==> src/rtl/core/gha_pkg.sv <==
// Shared types and constants for the generational handle allocator.
package gha_pkg;

  localparam int unsigned IDX_W    = 20;
  localparam int unsigned GEN_W    = 12;
  localparam int unsigned HANDLE_W = 32;
  localparam int unsigned SIDX_W   = 8;

  localparam logic [1:0] REQ_ALLOC   = 2'd0;
  localparam logic [1:0] REQ_RELEASE = 2'd1;
  localparam logic [1:0] REQ_CHECK   = 2'd2;

  localparam logic [1:0] STAT_OK      = 2'd0;
  localparam logic [1:0] STAT_INVALID = 2'd1;
  localparam logic [1:0] STAT_FULL    = 2'd2;
  localparam logic [1:0] STAT_RSVD    = 2'd3;

  typedef struct packed {
    logic [1:0]          req_type;
    logic [HANDLE_W-1:0] handle;
  } req_t;

  typedef struct packed {
    logic [1:0]          status;
    logic [HANDLE_W-1:0] handle_out;
    logic [SIDX_W-1:0]   slot_index;
  } rsp_t;

  typedef struct packed {
    logic             in_use;
    logic [GEN_W-1:0] gen;
  } slot_entry_t;

  typedef struct packed {
    logic capture;
    logic fetch;
    logic exec;
  } ctl_cmd_t;

  typedef struct packed {
    logic out_full;
  } ctl_sts_t;

endpackage

==> src/rtl/core/gha_ctrl.sv <==
// Request sequencer: capture, slot table fetch, execute and result load.
module gha_ctrl (
  input  logic              clk,
  input  logic              rst_n,
  input  logic              in_valid,
  output logic              in_ready,
  input  gha_pkg::ctl_sts_t sts,
  output gha_pkg::ctl_cmd_t cmd
);

  typedef enum logic [1:0] {
    ST_IDLE,
    ST_FETCH,
    ST_EXEC
  } state_t;

  state_t state_r, state_nxt;
  logic   in_ready_r, in_ready_nxt;

  always_comb begin
    state_nxt    = state_r;
    in_ready_nxt = in_ready_r;
    cmd          = '0;
    case (state_r)
      ST_IDLE: begin
        if (in_valid && in_ready_r) begin
          cmd.capture  = 1'b1;
          state_nxt    = ST_FETCH;
          in_ready_nxt = 1'b0;
        end
      end
      ST_FETCH: begin
        cmd.fetch = 1'b1;
        state_nxt = ST_EXEC;
      end
      ST_EXEC: begin
        // hold until the result register can take the beat
        if (!sts.out_full) begin
          cmd.exec     = 1'b1;
          state_nxt    = ST_IDLE;
          in_ready_nxt = 1'b1;
        end
      end
      default: begin
        state_nxt    = ST_IDLE;
        in_ready_nxt = 1'b1;
      end
    endcase
  end

  always_ff @(posedge clk) begin
    if (!rst_n) begin
      state_r    <= ST_IDLE;
      in_ready_r <= 1'b1;
    end else begin
      state_r    <= state_nxt;
      in_ready_r <= in_ready_nxt;
    end
  end

  assign in_ready = in_ready_r;

endmodule

==> config.mk <==
export PLATFORM = sky130hd
export DESIGN_NAME = gha_ctrl
export DESIGN_NICKNAME = d
export VERILOG_FILES = /design/src/rtl/core/gha_pkg.sv /design/src/rtl/core/gha_ctrl.sv
export SDC_FILE = /design/constraint.sdc
export NUM_CORES = 1
export LEC_CHECK = 0
export BUFFER_PORTS_ARGS = -buffer_cell sky130_fd_sc_hd__buf_4
export CORE_AREA = 2 2 39 41
export CTS_BUF_LIST = sky130_fd_sc_hd__clkbuf_16
export DETAILED_ROUTE_END_ITERATION = 6
export DIE_AREA = 0 0 41 43
export GPL_TIMING_DRIVEN = 0
export PLACE_DENSITY = 0.34
export SLEW_MARGIN = 20
export SYNTH_ARGS = -nofsm -noshare
export SYNTH_HDL_FRONTEND = slang
export SYNTH_SLANG_ARGS = --single-unit
==> constraint.sdc <==
create_clock -name clk -period 1.1 [get_ports clk]
set_clock_uncertainty 0.2 [all_clocks]
set_input_delay 0.165 -clock clk [delete_from_list [all_inputs] [get_ports clk]]
set_output_delay 0.165 -clock clk [all_outputs]
set_load 0.005 [all_outputs]
==> impl_metrics.toml <==
[setup_path]
max_stage_delay_ns = 0.32
startpoint_type = "flop"
worstPathRequired_ns = 0.73
worstPathCellList = "nand2b_4 -> nor3b_4 -> buf_4"
critPathKind = "flop to output port"
crit_arrival_ns = 1.02
cp-end-kind = "output port"
rrSetupSlack_ns = 0.03
slowest_stage = "dfxtp_2"
worst_path_dominant_cell_family = "simple AND/OR/NAND/NOR gates"
critPathMaxFanout = 5
crit_buf_inv = 1
timing.rr.start = "state_r[0]$_SDFFE_PN0P_"
startpoint = "state_r[0]$_SDFFE_PN0P_"

[timing]
fmax_mhz = 723.2
setup_slack_ns = -0.2828
hold_violations = 0
slew_violations = 0
tightest_slew_ns = 0.1918
grt_setup_unrepaired = "yes"
finalCritPeriodShare_pct = 125.7
post-route-min-period_ns = 1.383
relSlewSlack_pct = 87.18
finalSetupViolCount = 3

[yosys]
synth_top_area_cell = "dfxtp_1"
netlist_area_um2 = 148.9
seq_area_frac_synth_pct = 40.34
ys.warnings.count = 0
synthTopCellsByArea = "dfxtp_1, nor3b_1, nand2b_4, nor3b_2, and3b_2"
synth.top_cell.area_share_pct = 40.34
syn_inst = 14
synth_cell_types = 11
synth_nets = 18
synth-seq-cells = 3
syn_avg_cell_area_um2 = 10.64

[placed_design]
port_buffers = 7
gp_congestion = 0.5482
place_area_um2 = 221.5
place.detailed.hpwl_um = 234.4

[route]
drt_wl_total_um = 337
drt-initial-drc-count = 1
antenna_left = 0
drc_errors = 0
num_vias = 143
routedWlPerCell_um = 8.024
first_pass_iters = 2
via_per_inst = 3.405

[pwr]
clkPwrFrac_pct = 73.9
peakVddDrop_v = 0.001404
power_frac_seq_pct = 17.3
p_comb_share_pct = 8.9
power_density_nw_per_um2 = 2358
p_switching_mw = 0.1208
switching_share_pct = 15.99
p_leak_nw = 0.1429
intPower_mw = 0.6346

[status]
status = "complete, but fails checks"
violations = "setup timing"

[final_layout]
final_common_cell = "buf_4"
multiInputGateArea_um2 = 87.58
drive_above_1_share_pct = 65.38
final_cell_area_um2 = 320.3
fin_util_pct = 23.15
seq_area_um2 = 63.81
fillers = 148
nets = 31
antenna_cells = 0
final_cell_mix = "buf_4, clkbuf_16, dfxtp_2"
syn2layout_area_growth_pct = 115.1

[floorplan]
die_w_um = 41
die_area_um2 = 1763
core_um2 = 1384
row_count = 14
die_y_um = 43
start_util_pct = 10.76
ios = 8

[run]
drv_cap = 0

[clock_network]
clockBufferDepth = 2
cts.sinks = 3
htreeDepth = 1
cts_inserted_buffers = 3
clkLatencyLatePin_ns = 0.22
root_buffer = "clkbuf_16"
cts_tree = "done"
path_clk_slew_ns = 0.03

[global_route]
overflow = 0
grt_pass1_vias = 159
gr-usage-all-layers_pct = 6.012
antenna_found_initial = 0
grt_max_degree = 6
grt_pass1_wl_um = 621

[hold_path]
worstHoldPathType = "input port to flop"
min-delay-start = "sts"
## per-stage QoR
stage	TNS [ns]	power, mW	std cells	hold WS [ns]	setup slack, ns
after floorplan	0	0.1565	14	0.04123	0.05608
after global placement	-0.1273	0.1890	37	0.1811	-0.08537
after detailed placement	-0.1341	0.1890	37	0.1901	-0.09368
after CTS	-0.7338	0.7706	42	0.1273	-0.2963
after global routing	-0.9516	0.7945	42	0.1585	-0.3402
final	-0.7039	0.7554	42	0.1246	-0.2828
## timing repair
action,4_1_cts,5_1_grt
cloned,0,0
resized for setup,3,1
hold endpoints to repair,3,0
pin swaps,1,0
endpoints found under the setup margin,4,6
buffers inserted,0,0
hold buffers,1,0
## layer usage
| layer | vias up | share of wire (%) | global-route usage (%) |
|---|---|---|---|
| met4 | 0 | 0 | 4.000 |
| met1 | 60 | 57 | 7.029 |
| met2 | 8 | 30 | 6.250 |
| met3 | 0 | 13 | 6.283 |
| met5 | - | 0 | 0 |
| li1 | 75 | - | - |
## registers in the layout (all words and copies together), names as in the netlist
register	count
in_ready	1
state_r	2
## worst paths after layout
| check | to | cells after the start |
|---|---|---|
| max | cmd[2] | 3 |
| min | state_r[1]$_SDFFE_PN0P_ | 3 |
| max reg2reg | state_r[0]$_SDFFE_PN0P_ | 3 |
| min reg2reg | in_ready$_SDFFE_PN1P_ | 2 |
## area by class of cell
type / instances / area share, %
Buffer: 1 / 2.344
Clock buffer: 3 / 23.44
Clock inverter: 1 / 1.172
Multi-Input combinational cell: 10 / 27.34
Sequential cell: 3 / 19.92
Tap cell: 16 / 6.250
Timing Repair Buffer: 8 / 19.53
## power by group through the flow
stage	clock network, mW	logic (mW)	registers, mW
detailed placement	0	0.0602	0.129
floorplan	0	0.0291	0.127
global placement	0	0.0602	0.129
finish	0.558	0.0669	0.130
CTS	0.573	0.0680	0.130
global route	0.586	0.0766	0.132
## cell families (layout without fill, tap and decap cells)
group / after synthesis / after routing / synth area share [%]
buffers and inverters: 1 / 13 / 5.044
flip-flops: 3 / 3 / 40.34
AO/OA/AOI/OAI: 3 / 3 / 11.76
AND/OR/NAND/NOR: 7 / 7 / 42.86
## synthesized netlist by cell type
master    n
dfxtp_1   3
nor3b_1   2
a21oi_1   1
and2_1    1
and3b_2   1
buf_4     1
nand2b_4  1
nor2b_1   1
nor3b_2   1
o21a_1    1
o21ai_0   1
## tightest hold or removal path, cell delays in order
cell	delay (ns)
buf_4	0.09
and3b_2	0.16
o21a_1	0.10
Note: power is estimated with default switching activity, not from simulation.
